**src/hdl/http_request_framer_assert.svh**
```systemverilog
// http_request_framer_assert.svh: assertion macros for the request framer.
// Uses clk_i and rst_ni of the including module.
`ifndef HTTP_REQUEST_FRAMER_ASSERT_SVH
`define HTTP_REQUEST_FRAMER_ASSERT_SVH

// same-cycle implication
`define HRF_ASSERT(lbl, ante, cons, msg) \
  lbl: assert property (@(posedge clk_i) disable iff (!rst_ni) (ante) |-> (cons)) \
    else $error(msg);

// next-cycle implication
`define HRF_ASSERT_NEXT(lbl, ante, cons, msg) \
  lbl: assert property (@(posedge clk_i) disable iff (!rst_ni) (ante) |=> (cons)) \
    else $error(msg);

`endif

```
**src/hdl/hrf_pkg.sv**
```systemverilog
// hrf_pkg: types, codes and constants of the HTTP request framer.
// No dependencies.
package hrf_pkg;

  typedef struct packed {
    logic [7:0] data_byte;
  } hrf_in_t;

  typedef struct packed {
    logic [2:0]  role;
    logic [7:0]  byte_out;
    logic        line_end;
    logic        line_ok;
    logic [31:0] body_length;
    logic        request_done;
  } hrf_result_t;

  localparam logic [2:0] ROLE_DROP   = 3'd0;
  localparam logic [2:0] ROLE_METHOD = 3'd1;
  localparam logic [2:0] ROLE_TARGET = 3'd2;
  localparam logic [2:0] ROLE_REST   = 3'd3;
  localparam logic [2:0] ROLE_HEADER = 3'd4;
  localparam logic [2:0] ROLE_BODY   = 3'd5;

  localparam logic [1:0] PH_REQ  = 2'd0;
  localparam logic [1:0] PH_HDR  = 2'd1;
  localparam logic [1:0] PH_BODY = 2'd2;

  localparam logic [2:0] HP_TAG    = 3'd0;
  localparam logic [2:0] HP_COLON  = 3'd1;
  localparam logic [2:0] HP_BLANK  = 3'd2;
  localparam logic [2:0] HP_DIGITS = 3'd3;
  localparam logic [2:0] HP_ENDED  = 3'd4;
  localparam logic [2:0] HP_NEG    = 3'd5;
  localparam logic [2:0] HP_BAD    = 3'd6;

  localparam logic [7:0] CH_TAB   = 8'h09;
  localparam logic [7:0] CH_LF    = 8'h0A;
  localparam logic [7:0] CH_CR    = 8'h0D;
  localparam logic [7:0] CH_SP    = 8'h20;
  localparam logic [7:0] CH_PLUS  = 8'h2B;
  localparam logic [7:0] CH_MINUS = 8'h2D;
  localparam logic [7:0] CH_ZERO  = 8'h30;
  localparam logic [7:0] CH_NINE  = 8'h39;
  localparam logic [7:0] CH_COLON = 8'h3A;

  localparam logic [3:0] TAG_LEN = 4'd14;

  // "Content-Length"
  function automatic logic [7:0] tag_char(input logic [3:0] idx);
    logic [7:0] ch;
    case (idx)
      4'd0:    ch = 8'h43;
      4'd1:    ch = 8'h6F;
      4'd2:    ch = 8'h6E;
      4'd3:    ch = 8'h74;
      4'd4:    ch = 8'h65;
      4'd5:    ch = 8'h6E;
      4'd6:    ch = 8'h74;
      4'd7:    ch = 8'h2D;
      4'd8:    ch = 8'h4C;
      4'd9:    ch = 8'h65;
      4'd10:   ch = 8'h6E;
      4'd11:   ch = 8'h67;
      4'd12:   ch = 8'h74;
      4'd13:   ch = 8'h68;
      default: ch = 8'h00;
    endcase
    return ch;
  endfunction

endpackage

```
**src/hdl/hrf_stream_if.sv**
```systemverilog
// hrf_stream_if: valid/ready channel carrying one word of payload_t.
// Payload types come from hrf_pkg.
interface hrf_stream_if #(
  parameter type payload_t = logic [7:0]
);
  logic     valid;
  logic     ready;
  payload_t data;

  modport source (output valid, output data, input ready);
  modport sink (input valid, input data, output ready);
endinterface

```
**src/hdl/hrf_parser.sv**
```systemverilog
// hrf_parser: request/header/body phase tracking and Content-Length decode.
// Result for the current byte is combinational; state advances on step_i. Uses hrf_pkg.
module hrf_parser #(
  parameter int LENGTH_BITS = 32
) (
  input  logic                clk_i,
  input  logic                rst_ni,
  input  logic                step_i,
  input  logic [7:0]          data_byte_i,
  output hrf_pkg::hrf_result_t result_o
);
  import hrf_pkg::*;

  logic [1:0]             phase_q, phase_d;
  logic                   at_line_start_q, at_line_start_d;
  logic [1:0]             space_count_q, space_count_d;
  logic [3:0]             tag_index_q, tag_index_d;
  logic                   tag_equal_q, tag_equal_d;
  logic [2:0]             header_part_q, header_part_d;
  logic [LENGTH_BITS-1:0] accum_q, accum_d;
  logic [LENGTH_BITS-1:0] length_q, length_d;
  logic [LENGTH_BITS-1:0] body_count_q, body_count_d;

  logic [7:0]             c;
  logic                   is_digit, is_blank;
  logic [LENGTH_BITS+3:0] prod;
  logic [LENGTH_BITS-1:0] accum_next;
  logic [LENGTH_BITS+31:0] len_ext;
  logic                   done;
  hrf_result_t            res;

  assign c        = data_byte_i;
  assign is_digit = c inside {[CH_ZERO:CH_NINE]};
  assign is_blank = (c == CH_SP) || (c inside {[CH_TAB:CH_CR]});

  // accum * 10 + digit, saturated
  always_comb begin
    prod = ({4'd0, accum_q} << 3) + ({4'd0, accum_q} << 1)
         + {{LENGTH_BITS{1'b0}}, c[3:0]};
    if (prod[LENGTH_BITS+3:LENGTH_BITS] != 4'd0) begin
      accum_next = '1;
    end else begin
      accum_next = prod[LENGTH_BITS-1:0];
    end
  end

  always_comb begin
    phase_d         = phase_q;
    at_line_start_d = at_line_start_q;
    space_count_d   = space_count_q;
    tag_index_d     = tag_index_q;
    tag_equal_d     = tag_equal_q;
    header_part_d   = header_part_q;
    accum_d         = accum_q;
    length_d        = length_q;
    body_count_d    = body_count_q;
    done            = 1'b0;
    res             = '0;
    res.byte_out    = c;

    case (phase_q)
      PH_HDR: begin
        if (c == CH_LF) begin
          if (at_line_start_q) begin
            if (length_q != '0) begin
              phase_d      = PH_BODY;
              body_count_d = '0;
            end else begin
              phase_d = PH_REQ;
              done    = 1'b1;
            end
          end else begin
            res.line_end = 1'b1;
            res.line_ok  = header_part_q inside {[HP_BLANK:HP_NEG]};
            if (res.line_ok && tag_equal_q && (header_part_q != HP_NEG)) begin
              length_d = accum_q;
            end
          end
          tag_index_d   = '0;
          tag_equal_d   = 1'b1;
          header_part_d = HP_TAG;
          accum_d       = '0;
        end else if (c != CH_CR) begin
          res.role = ROLE_HEADER;
          case (header_part_q)
            HP_TAG: begin
              if (c == CH_COLON) begin
                if (tag_index_q != TAG_LEN) tag_equal_d = 1'b0;
                header_part_d = HP_COLON;
              end else if ((tag_index_q < TAG_LEN) && (c == tag_char(tag_index_q))) begin
                tag_index_d = tag_index_q + 4'd1;
              end else begin
                tag_equal_d = 1'b0;
              end
            end
            HP_COLON: header_part_d = (c == CH_SP) ? HP_BLANK : HP_BAD;
            HP_BLANK: begin
              if (is_blank) begin
                header_part_d = HP_BLANK;
              end else if (c == CH_PLUS) begin
                header_part_d = HP_DIGITS;
              end else if (c == CH_MINUS) begin
                header_part_d = HP_NEG;
              end else if (is_digit) begin
                accum_d       = accum_next;
                header_part_d = HP_DIGITS;
              end else begin
                header_part_d = HP_ENDED;
              end
            end
            HP_DIGITS: begin
              if (is_digit) begin
                accum_d = accum_next;
              end else begin
                header_part_d = HP_ENDED;
              end
            end
            default: header_part_d = header_part_q;
          endcase
        end
      end
      PH_BODY: begin
        res.role     = ROLE_BODY;
        body_count_d = body_count_q + 1'b1;
        if (body_count_d == length_q) begin
          phase_d = PH_REQ;
          done    = 1'b1;
        end
      end
      default: begin
        if (c == CH_LF) begin
          res.line_end  = 1'b1;
          res.line_ok   = (space_count_q == 2'd2);
          space_count_d = 2'd0;
          tag_index_d   = '0;
          tag_equal_d   = 1'b1;
          header_part_d = HP_TAG;
          accum_d       = '0;
          phase_d       = PH_HDR;
        end else if (c != CH_CR) begin
          if ((c == CH_SP) && (space_count_q < 2'd2)) begin
            space_count_d = space_count_q + 2'd1;
          end
          case (space_count_d)
            2'd0:    res.role = ROLE_METHOD;
            2'd1:    res.role = ROLE_TARGET;
            default: res.role = ROLE_REST;
          endcase
        end
      end
    endcase

    if (c == CH_LF) begin
      at_line_start_d = 1'b1;
    end else if (c != CH_CR) begin
      at_line_start_d = 1'b0;
    end

    len_ext           = {32'd0, length_d};
    res.body_length   = len_ext[31:0];
    res.request_done  = done;
    if (done) begin
      length_d     = '0;
      body_count_d = '0;
    end
  end

  assign result_o = res;

  always_ff @(posedge clk_i or negedge rst_ni) begin
    if (!rst_ni) begin
      phase_q         <= PH_REQ;
      at_line_start_q <= 1'b0;
      space_count_q   <= 2'd0;
      tag_index_q     <= '0;
      tag_equal_q     <= 1'b1;
      header_part_q   <= HP_TAG;
      accum_q         <= '0;
      length_q        <= '0;
      body_count_q    <= '0;
    end else if (step_i) begin
      phase_q         <= phase_d;
      at_line_start_q <= at_line_start_d;
      space_count_q   <= space_count_d;
      tag_index_q     <= tag_index_d;
      tag_equal_q     <= tag_equal_d;
      header_part_q   <= header_part_d;
      accum_q         <= accum_d;
      length_q        <= length_d;
      body_count_q    <= body_count_d;
    end
  end

endmodule

```
**src/hdl/http_request_framer.sv**
```systemverilog
// http_request_framer: tags each byte of an HTTP/1.1 request stream.
// The result word is registered: it is held in the output register, or in the skid word while that register is full.
// Throughput: one byte per cycle while the skid word is empty; parser state advances once per accepted byte.
// An output register plus one skid word keep accepting while a result waits.
// Reset (rst_ni low, async): request-line phase, length and body count cleared, no words held.
// Uses hrf_pkg, hrf_stream_if, hrf_parser and http_request_framer_assert.svh.
module http_request_framer #(
  parameter int LENGTH_BITS = 32
) (
  input  logic          clk_i,
  input  logic          rst_ni,
  hrf_stream_if.sink    in_i,
  hrf_stream_if.source  out_o
);
  import hrf_pkg::*;
  `include "http_request_framer_assert.svh"

  hrf_in_t     in_word;
  hrf_result_t result;
  hrf_result_t out_data_q, skid_data_q;
  logic        out_valid_q, skid_valid_q;
  logic        in_accept, out_pop;

  assign in_word   = in_i.data;
  assign in_i.ready = !skid_valid_q;
  assign in_accept = in_i.valid && in_i.ready;
  assign out_pop   = out_valid_q && out_o.ready;

  hrf_parser #(
    .LENGTH_BITS(LENGTH_BITS)
  ) u_parser (
    .clk_i       (clk_i),
    .rst_ni      (rst_ni),
    .step_i      (in_accept),
    .data_byte_i (in_word.data_byte),
    .result_o    (result)
  );

  always_ff @(posedge clk_i or negedge rst_ni) begin
    if (!rst_ni) begin
      out_valid_q  <= 1'b0;
      skid_valid_q <= 1'b0;
    end else if (out_pop) begin
      if (skid_valid_q) begin
        skid_valid_q <= 1'b0;
      end else begin
        out_valid_q <= in_accept;
      end
    end else if (in_accept) begin
      if (out_valid_q) begin
        skid_valid_q <= 1'b1;
      end else begin
        out_valid_q <= 1'b1;
      end
    end
  end

  always_ff @(posedge clk_i) begin
    if (out_pop) begin
      if (skid_valid_q) begin
        out_data_q <= skid_data_q;
      end else if (in_accept) begin
        out_data_q <= result;
      end
    end else if (in_accept) begin
      if (out_valid_q) begin
        skid_data_q <= result;
      end else begin
        out_data_q <= result;
      end
    end
  end

  assign out_o.valid = out_valid_q;
  assign out_o.data  = out_data_q;

  `HRF_ASSERT(a_skid_behind_out, skid_valid_q, out_valid_q, "skid word without output word")
  `HRF_ASSERT_NEXT(a_skid_drains, skid_valid_q && out_pop, !skid_valid_q, "skid did not drain")
  `HRF_ASSERT(a_ok_needs_end, in_accept && result.line_ok, result.line_end, "ok without end")
  `HRF_ASSERT(a_done_role, in_accept && result.request_done,
              (result.role == ROLE_DROP) || (result.role == ROLE_BODY), "done on wrong role")

endmodule
```
**src/flat_wrapper.sv**
```systemverilog
// flat-port wrapper written by rule: the top's interface ports become plain ports
module http_request_framer_flat import hrf_pkg::*;
#(
  parameter int LENGTH_BITS = 32
)
  (clk_i, rst_ni, in_i_valid, in_i_data, in_i_ready, out_o_valid, out_o_data, out_o_ready);
  hrf_stream_if in_i_i ();
  hrf_stream_if out_o_i ();
  input  logic clk_i;
  input  logic rst_ni;
  input wire logic [$bits(in_i_i.valid)-1:0] in_i_valid;
  input wire logic [$bits(in_i_i.data)-1:0] in_i_data;
  output wire logic [$bits(in_i_i.ready)-1:0] in_i_ready;
  output wire logic [$bits(out_o_i.valid)-1:0] out_o_valid;
  output wire logic [$bits(out_o_i.data)-1:0] out_o_data;
  input wire logic [$bits(out_o_i.ready)-1:0] out_o_ready;
  assign in_i_i.valid = in_i_valid;
  assign in_i_i.data = in_i_data;
  assign in_i_ready = in_i_i.ready;
  assign out_o_valid = out_o_i.valid;
  assign out_o_data = out_o_i.data;
  assign out_o_i.ready = out_o_ready;
  http_request_framer #(.LENGTH_BITS(LENGTH_BITS)) u_core (.clk_i(clk_i), .rst_ni(rst_ni), .in_i(in_i_i), .out_o(out_o_i));
endmodule
```
**config.mk**
```make
export PLATFORM = sky130hd
export DESIGN_NAME = http_request_framer_flat
export DESIGN_NICKNAME = d
export VERILOG_FILES = /design/src/hdl/hrf_pkg.sv /design/src/hdl/hrf_stream_if.sv /design/src/hdl/hrf_parser.sv /design/src/hdl/http_request_framer.sv /design/src/flat_wrapper.sv
export VERILOG_INCLUDE_DIRS = /design/src /design/src/hdl
export SDC_FILE = /design/constraint.sdc
export NUM_CORES = 1
export LEC_CHECK = 0
export BUFFER_PORTS_ARGS = -buffer_cell sky130_fd_sc_hd__buf_4
export CAP_MARGIN = 20
export CORE_ASPECT_RATIO = 1.2
export CORE_MARGIN = 3
export CORE_UTILIZATION = 53
export CTS_CLUSTER_SIZE = 8
export DETAILED_ROUTE_END_ITERATION = 8
export PLACE_DENSITY = 0.75
export SLEW_MARGIN = 15
export SYNTH_ARGS = -nofsm -noshare
export SYNTH_HDL_FRONTEND = slang
export SYNTH_SLANG_ARGS = --single-unit
```
**constraint.sdc**
```tcl
create_clock -name clk_i -period 6.7 [get_ports clk_i]
set_input_delay 0.67 -clock clk_i [delete_from_list [all_inputs] [get_ports clk_i]]
set_output_delay 0.67 -clock clk_i [all_outputs]
set_load 0.1 [all_outputs]
```
# ---- Word-level counts from Yosys, hierarchy flattened
# Memory sizes are Yosys's and may differ from the RTL's.
# Cells that the tools add are included.
dict set report totals {
  ff_bits 125
  mem_bits_ro 112
  in_bits 12
  out_inout_bits 10
  word_cells 170
  n_memories 1
}
dict set report op_classes {
  addsub 4
  order_cmp 7
  n_eq_ne 31
  muxes 76
  bitwise_logic 2
  reduce_logical 35
}
# name words word_bits read_ports rd_ports_with_merged_regs wr line_no
set mem_list {}
lappend mem_list {{(name not given)} 16 7 1 0 0 hrf_pkg.sv:52} ;# case (idx)
# op n
set ops {}
lappend ops {{2-to-1 mux 32 bit} 17}
lappend ops {{one-hot mux 32 bit (2 select lines)} 3}
lappend ops {{2-to-1 mux 8 bit} 10}
lappend ops {{adder 35 x 33 -> 36 bit} 1}
lappend ops {{adder 36 x 4 -> 36 bit} 1}
lappend ops {{adder 32 x 1 -> 32 bit (second input constant)} 1}
lappend ops {{equality test 32 bit} 1}
lappend ops {{equality test 8 x 6 -> 1 bit (second input constant)} 4}
lappend ops {{nonzero test 32 bit} 1}
lappend ops {{2-to-1 mux 3 bit} 10}
lappend ops {{!= test 3 bit (second input constant)} 9}
lappend ops {{2-to-1 mux 4 bit} 6}
lappend ops {{AND reduction 7 bit} 3}
lappend ops {{2-to-1 mux 1 bit} 19}
lappend ops {{nonzero test 2 bit} 8}
lappend ops {{one-hot mux 3 bit (4 select lines)} 1}
lappend ops {{2-to-1 mux 2 bit} 5}
lappend ops {{!= test 2 bit (second input constant)} 5}
lappend ops {{AND reduction 5 bit} 2}
lappend ops {{equality test 8 x 4 -> 1 bit (second input constant)} 1}
lappend ops {{equality test 8 bit} 1}
lappend ops {{greater-or-equal comparator 8 x 4 -> 1 bit (second input constant)} 1}
lappend ops {{greater-or-equal comparator 8 x 6 -> 1 bit (second input constant)} 1}
lappend ops {{less-or-equal comparator 8 x 4 -> 1 bit (second input constant)} 1}
lappend ops {{29 further kinds} 43}

# ---- Logic depth before layout (Yosys ltp)
dict set report logic_depth {
  word_depth 14
  depth_mapped 14
  depth_no_buf 13
}

# ---- Cells and area by module
# Synthesis repeated with hierarchy kept, for this count alone.
dict set report unflattened {
  hier_cells 1184
  hier_area_um2 10548.9
}
# mod instances cells_each area_per_inst_um2 seq_area_each_um2
set modules_own_cells {}
lappend modules_own_cells {hrf_parser 1 1146 9853.2 2728.9}
lappend modules_own_cells {http_request_framer 1 38 695.7 530.5}

# ---- Worst setup path before layout
# OpenSTA, ideal clock, no wires.
dict set report synth_path {
  path_type {input to register}
  startpoint {in in_i_data[3]}
  endpoint {reg u_core.u_parser.accum_q[14]}
  setup_ns 0.066
  arrival_time_ns 3.557
  required_time_ns 6.634
  setup_slack_ns 3.077
  path_stages 13
  n_path_buf 1
  path_cell_list {fa_1 -> inv_1 -> fa_1 -> nor2b_1 -> o2111ai_1 -> a211oi_1 -> o211ai_1 -> a21oi_1 -> a21oi_1 -> mux2i_1 -> clkbuf_1 -> o21ai_0 -> nand2_1}
}
dict set report synth_between {
  elab_chain_cells 11
  elab_cells_between_ends 30
  classes_between {add/sub: 1; order compare: 4; eq/ne: 8; mux: 9; reduce/logical: 8}
}
# item line_no
set synth_lines {}
lappend synth_lines {{start: declaration} flat_wrapper.sv:12} ;# input wire logic [$bits(in_i_i.data)-1:0] in_i_data;
lappend synth_lines {{adder 36 x 4 -> 36 bit} hrf_parser.sv:39} ;# + {{LENGTH_BITS{1'b0}}, c[3:0]};
lappend synth_lines {{nonzero test 4 bit} hrf_parser.sv:40} ;# if (prod[LENGTH_BITS+3:LENGTH_BITS] != 4'd0) begin
lappend synth_lines {{2-to-1 mux 32 bit} hrf_parser.sv:40}
lappend synth_lines {{2-to-1 mux 32 bit} {hrf_parser.sv:104, hrf_parser.sv:112}}
lappend synth_lines {{2-to-1 mux 32 bit} hrf_parser.sv:102} ;# end else if (c == CH_MINUS) begin
lappend synth_lines {{2-to-1 mux 32 bit} hrf_parser.sv:100} ;# end else if (c == CH_PLUS) begin
lappend synth_lines {{2-to-1 mux 32 bit} hrf_parser.sv:98} ;# if (is_blank) begin
lappend synth_lines {{one-hot mux 32 bit (2 select lines)} hrf_parser.sv:85} ;# case (header_part_q)
lappend synth_lines {{2-to-1 mux 32 bit} hrf_parser.sv:83} ;# end else if (c != CH_CR) begin
lappend synth_lines {{2-to-1 mux 32 bit} hrf_parser.sv:63} ;# if (c == CH_LF) begin
lappend synth_lines {{one-hot mux 32 bit (2 select lines)} hrf_parser.sv:61} ;# case (phase_q)
lappend synth_lines {{end signal: assignment} hrf_parser.sv:188} ;# accum_q <= accum_d;
lappend synth_lines {{end: declaration} hrf_parser.sv:20} ;# logic [LENGTH_BITS-1:0] accum_q, accum_d;
# Parallel ways exist; a longest one is shown, timed or not. The select of a mux whose other input is x is not followed.
# A chain may end at the register's enable or synchronous reset.

# ---- Final worst setup path
dict set report layout_path {
  startpoint {reg u_core.u_parser.body_count_q[0]}
  endpoint {reg u_core.u_parser.body_count_q[26]}
}
dict set report layout_between {
  elab_chain_cells 6
  elab_cells_between_ends 11
  classes_between {add/sub: 1; eq/ne: 4; mux: 4; reduce/logical: 2}
}
# item line_no
set layout_lines {}
lappend layout_lines {{start: declaration} hrf_parser.sv:22} ;# logic [LENGTH_BITS-1:0] body_count_q, body_count_d;
lappend layout_lines {{start signal: assignment} hrf_parser.sv:190} ;# body_count_q <= body_count_d;
lappend layout_lines {{adder 32 x 1 -> 32 bit *} hrf_parser.sv:124} ;# body_count_d = body_count_q + 1'b1;
lappend layout_lines {{equality test 32 bit} hrf_parser.sv:125} ;# if (body_count_d == length_q) begin
lappend layout_lines {{2-to-1 mux 1 bit} hrf_parser.sv:125}
lappend layout_lines {{one-hot mux 1 bit (2 select lines)} hrf_parser.sv:61}
lappend layout_lines {{!= test 3 bit (no line) / nonzero test 3 bit (equally long branches)} n/a}
lappend layout_lines {{AND reduction 5 bit (no line)} n/a}
# Mark *: on every way between the ends. The rest lies on a longest branch, timed or not.

==> flow_metrics.py <==
metrics = {
    "die": {
        "core_um2": 17700,
        "std_cell_rows": 53,
        "die_h_um": 154,
        "start_util_pct": 54.7,
        "ios": 22,
        "die_w_um": 129,
        "die-area_um2": 19900,
    },
    "sta": {
        "period_needed_ps": 4300,
        "setup_tns_ps": 0,
        "finClkSkew_ps": 9.92,
        "relSlewSlack_pct": 28.3,
        "max_freq_mhz": 232,
        "finalCritPeriodShare_pct": 64.2,
        "rsz0062_at_grt": "no",
        "slew_viol_final": 0,
        "hold_viol_final": 0,
        "setup_viol": 0,
        "worst_pin_slew_ps": 1080,
    },
    "drt": {
        "drc": 0,
        "drt_iter0_drc": 919,
        "wirelength_mm": 25.1,
        "wl_per_cell_um": 19.1,
        "dr.pass1.iters": 6,
        "vias_per_cell": 6.46,
        "ant_nets": 0,
        "vias": 8479,
    },
    "critical_path": {
        "slowest_delay_ps": 870,
        "worst-path-buf-inv": 0,
        "slowest_stage": "o31ai_4",
        "cp.arrival_ps": 4610,
        "regToRegEndpoint": "u_core.u_parser.body_count_q[26]",
        "critical_path.top_delay_family": "simple AND/OR/NAND/NOR gates",
        "crit_chain": "ha_1 > nand4_1 > nor4_1 > o211ai_1 > nand3_1 > o211ai_1 > or3_1 > o31ai_4 > nor3_4 > a221o_1",
        "cp.required_ps": 7010,
        "r2r_cells": 10,
        "r2r_start": "u_core.u_parser.body_count_q[0]",
        "cp_max_fo": 18,
        "endpoint_kind": "flip-flop",
        "startpoint_type": "flip-flop",
        "cp_common_cell": "o211ai_1",
        "ff2ff_setup_slack_ps": 2400,
        "criticalPathCategory": "reg2reg",
    },
    "yosys": {
        "async_reset_ff_share_pct": 87.2,
        "synth_seq_cells": 125,
        "syn_avg_cell_area_um2": 8.86,
        "ys_types": 85,
        "synthFlopType": "dfrtp_1",
        "synth_area_leader_cell": "dfrtp_1",
        "ys_seq_area_share_pct": 33.1,
        "synth_fp_nets": 1180,
        "synth_area_leaders": "dfrtp_1 (28%), ha_1 (9.3%), edfxtp_1 (5.0%), o21ai_0 (3.8%), nand2_1 (3.7%)",
        "synth_enable_flop_cells": 16,
        "netlist.area_leader.share_pct": 27.9,
        "syn_area_um2": 9690,
        "yosysWarnings": 0,
        "syn_inst": 1094,
    },
    "placement": {
        "dp_cells": 1280,
        "io_buffers": 21,
        "gp_congestion": 0.944,
        "place_area_um2": 9870,
        "hpwl_mm": 18.1,
    },
    "cells_and_area": {
        "nNetsFinal": 1166,
        "n_antenna_cell": 0,
        "final_cell_mix": "dfrtp_1 (108), nand2_1 (96), o21ai_0 (72), ha_1 (72), nor2_1 (70)",
        "instances_no_fill": 1313,
        "areaGrowthSynthToFinish_pct": 8.02,
        "final_common_cell": "dfrtp_1",
        "final_util_pct": 59.1,
        "finalInstanceArea_um2": 10500,
        "layout-drive-gt1-share_pct": 8.33,
    },
    "global_routing": {
        "antenna_found_initial": 0,
        "grt_pass1_vias": 8171,
        "grt_use_total_pct": 25.6,
        "grt_max_degree": 76,
        "grt_pass1_wl_mm": 41.5,
        "overflow": 0,
    },
    "clock_network": {
        "post-cts-setup-buffer-count": 0,
        "cts_root_buf": "clkbuf_16",
        "cts_tree": "done",
        "clk_pin_slew_ps": 60,
        "clock_path_buffers": 2,
        "post_cts_resized": 0,
        "cts_buffers": 17,
        "cts.sinks": 125,
        "cts_hold_buf": 0,
        "h-tree-depth": 4,
        "insertion_delay_ps": 430,
    },
    "outcome": {
        "status": "finished, final reports clean",
    },
    "pwr": {
        "p_leak_nw": 4.80,
        "vdd_ir_drop_max_mv": 0.165,
        "finalPower_mw": 2.29,
        "p_per_area_nw_per_um2": 219,
    },
    "flow_run": {
        "max-cap-violations": 0,
    },
    "min_path": {
        "hold_path_class": "in2async",
    },
}
-- worst register-to-register path, delay by kind of cell (launching register included) --
kind	cells	cell delay, ps
adders and majority gates	1	410
AOI/OAI and AO/OA	4	1510
DFF	1	470
and+or+nand+nor	5	1800
-- cell families (layout without fill, tap and decap cells) --
family	after synthesis	count (layout)	share of synthesized area, %
AND/OR/NAND/NOR	378	378	21.0
buffers and inverters	105	104	4.93
XOR/XNOR	66	66	6.04
flip-flops	125	125	33.1
AO/OA/AOI/OAI	326	326	23.0
adder cells (fa/ha/maj)	74	74	9.71
multiplexers	20	20	2.11
-- report_power, final --
part           switching, mW  leakage, nW  total (mW)  internal [mW]
logic                  0.370         2.93       0.479          0.109
clock network          0.371        0.283       0.926          0.555
registers             0.0628         1.59       0.888          0.826
total                  0.804         4.80        2.29           1.49
-- stage by stage --
step                      hold slack [ps]  worst slack [ps]
final                                 186              2400
after global routing                  221              2150
after CTS                             197              2490
after detailed placement              481              2350
after global placement                475              2210
after floorplan                       374              3080
-- cell usage after synthesis (5+ instances only) --
master and count:
a21o_1 11, a21oi_1 56, or3_1 9, a211oi_1 17, edfxtp_1 16, nor4_1 20, nand4_1 35, xnor2_1 33
buf_6 7, nand2_1 96, a31oi_1 22, nor3_1 25, ha_1 72, and3_1 18, nand3_1 35, and4_1 9
clkbuf_1 31, and2_1 7, o2bb2ai_1 6, a22o_1 39, inv_1 42, mux2i_1 17, o211ai_1 24, nor2b_1 11
o21a_1 7, o21ai_0 73, nor2_1 70, buf_1 6, a221o_1 6, o22ai_1 7, xor2_1 32, nand2b_1 14
dfrtp_1 108, o31ai_1 7, o21bai_1 5, buf_2 16
-- final cells by class --
class	instances	area, µm²
well taps	220	275
multi-input cells	864	6010
clock inverters	14	159
flip-flops and latches	125	3210
inverters	42	158
clock buffers	18	429
repair buffers	30	225
fillers	1549	7240
-- registers in the layout, summed over array words and instances, names as in the netlist --
register and cells:
u_core.u_parser.length_q 32, u_core.u_parser.at_line_start_q 1, u_core.u_parser.header_part_q 3, u_core.u_parser.tag_index_q 4
u_core.u_parser.body_count_q 32, u_core.u_parser.phase_q 2, u_core.u_parser.tag_equal_q 1, u_core.out_o.valid 1
u_core.skid_data_q 8, u_core.out_o.data 8, u_core.u_parser.accum_q 32, u_core.skid_valid_q 1
-- layer usage --
| layer | vias to the layer above | track usage (%) | share of wire (%) |
|---|---|---|---|
| met5 | - | 0 | 0 |
| li1 | 4113 | - | - |
| met1 | 4062 | 34.6 | 45 |
| met3 | 50 | 4.34 | 4.4 |
| met4 | 0 | 7.82 | 2.4 |
| met2 | 254 | 42.1 | 48 |
-- worst max-delay path by stage --
stage | start | to | slack [ps] | depth (start not counted)
6_report | u_core.u_parser.body_count_q[0] | u_core.u_parser.body_count_q[26] | 2400 | 10
5_1_grt | u_core.u_parser.body_count_q[0] | u_core.u_parser.body_count_q[26] | 2150 | 10
4_1_cts | u_core.u_parser.body_count_q[0] | u_core.u_parser.body_count_q[26] | 2490 | 10
3_5_place_dp | in_i_data[3] | u_core.u_parser.accum_q[11] | 2350 | 14
3_3_place_gp | in_i_data[3] | u_core.u_parser.accum_q[5] | 2210 | 13
2_1_floorplan | in_i_data[3] | u_core.u_parser.accum_q[14] | 3080 | 13
Power figures use the tool's default switching activity.
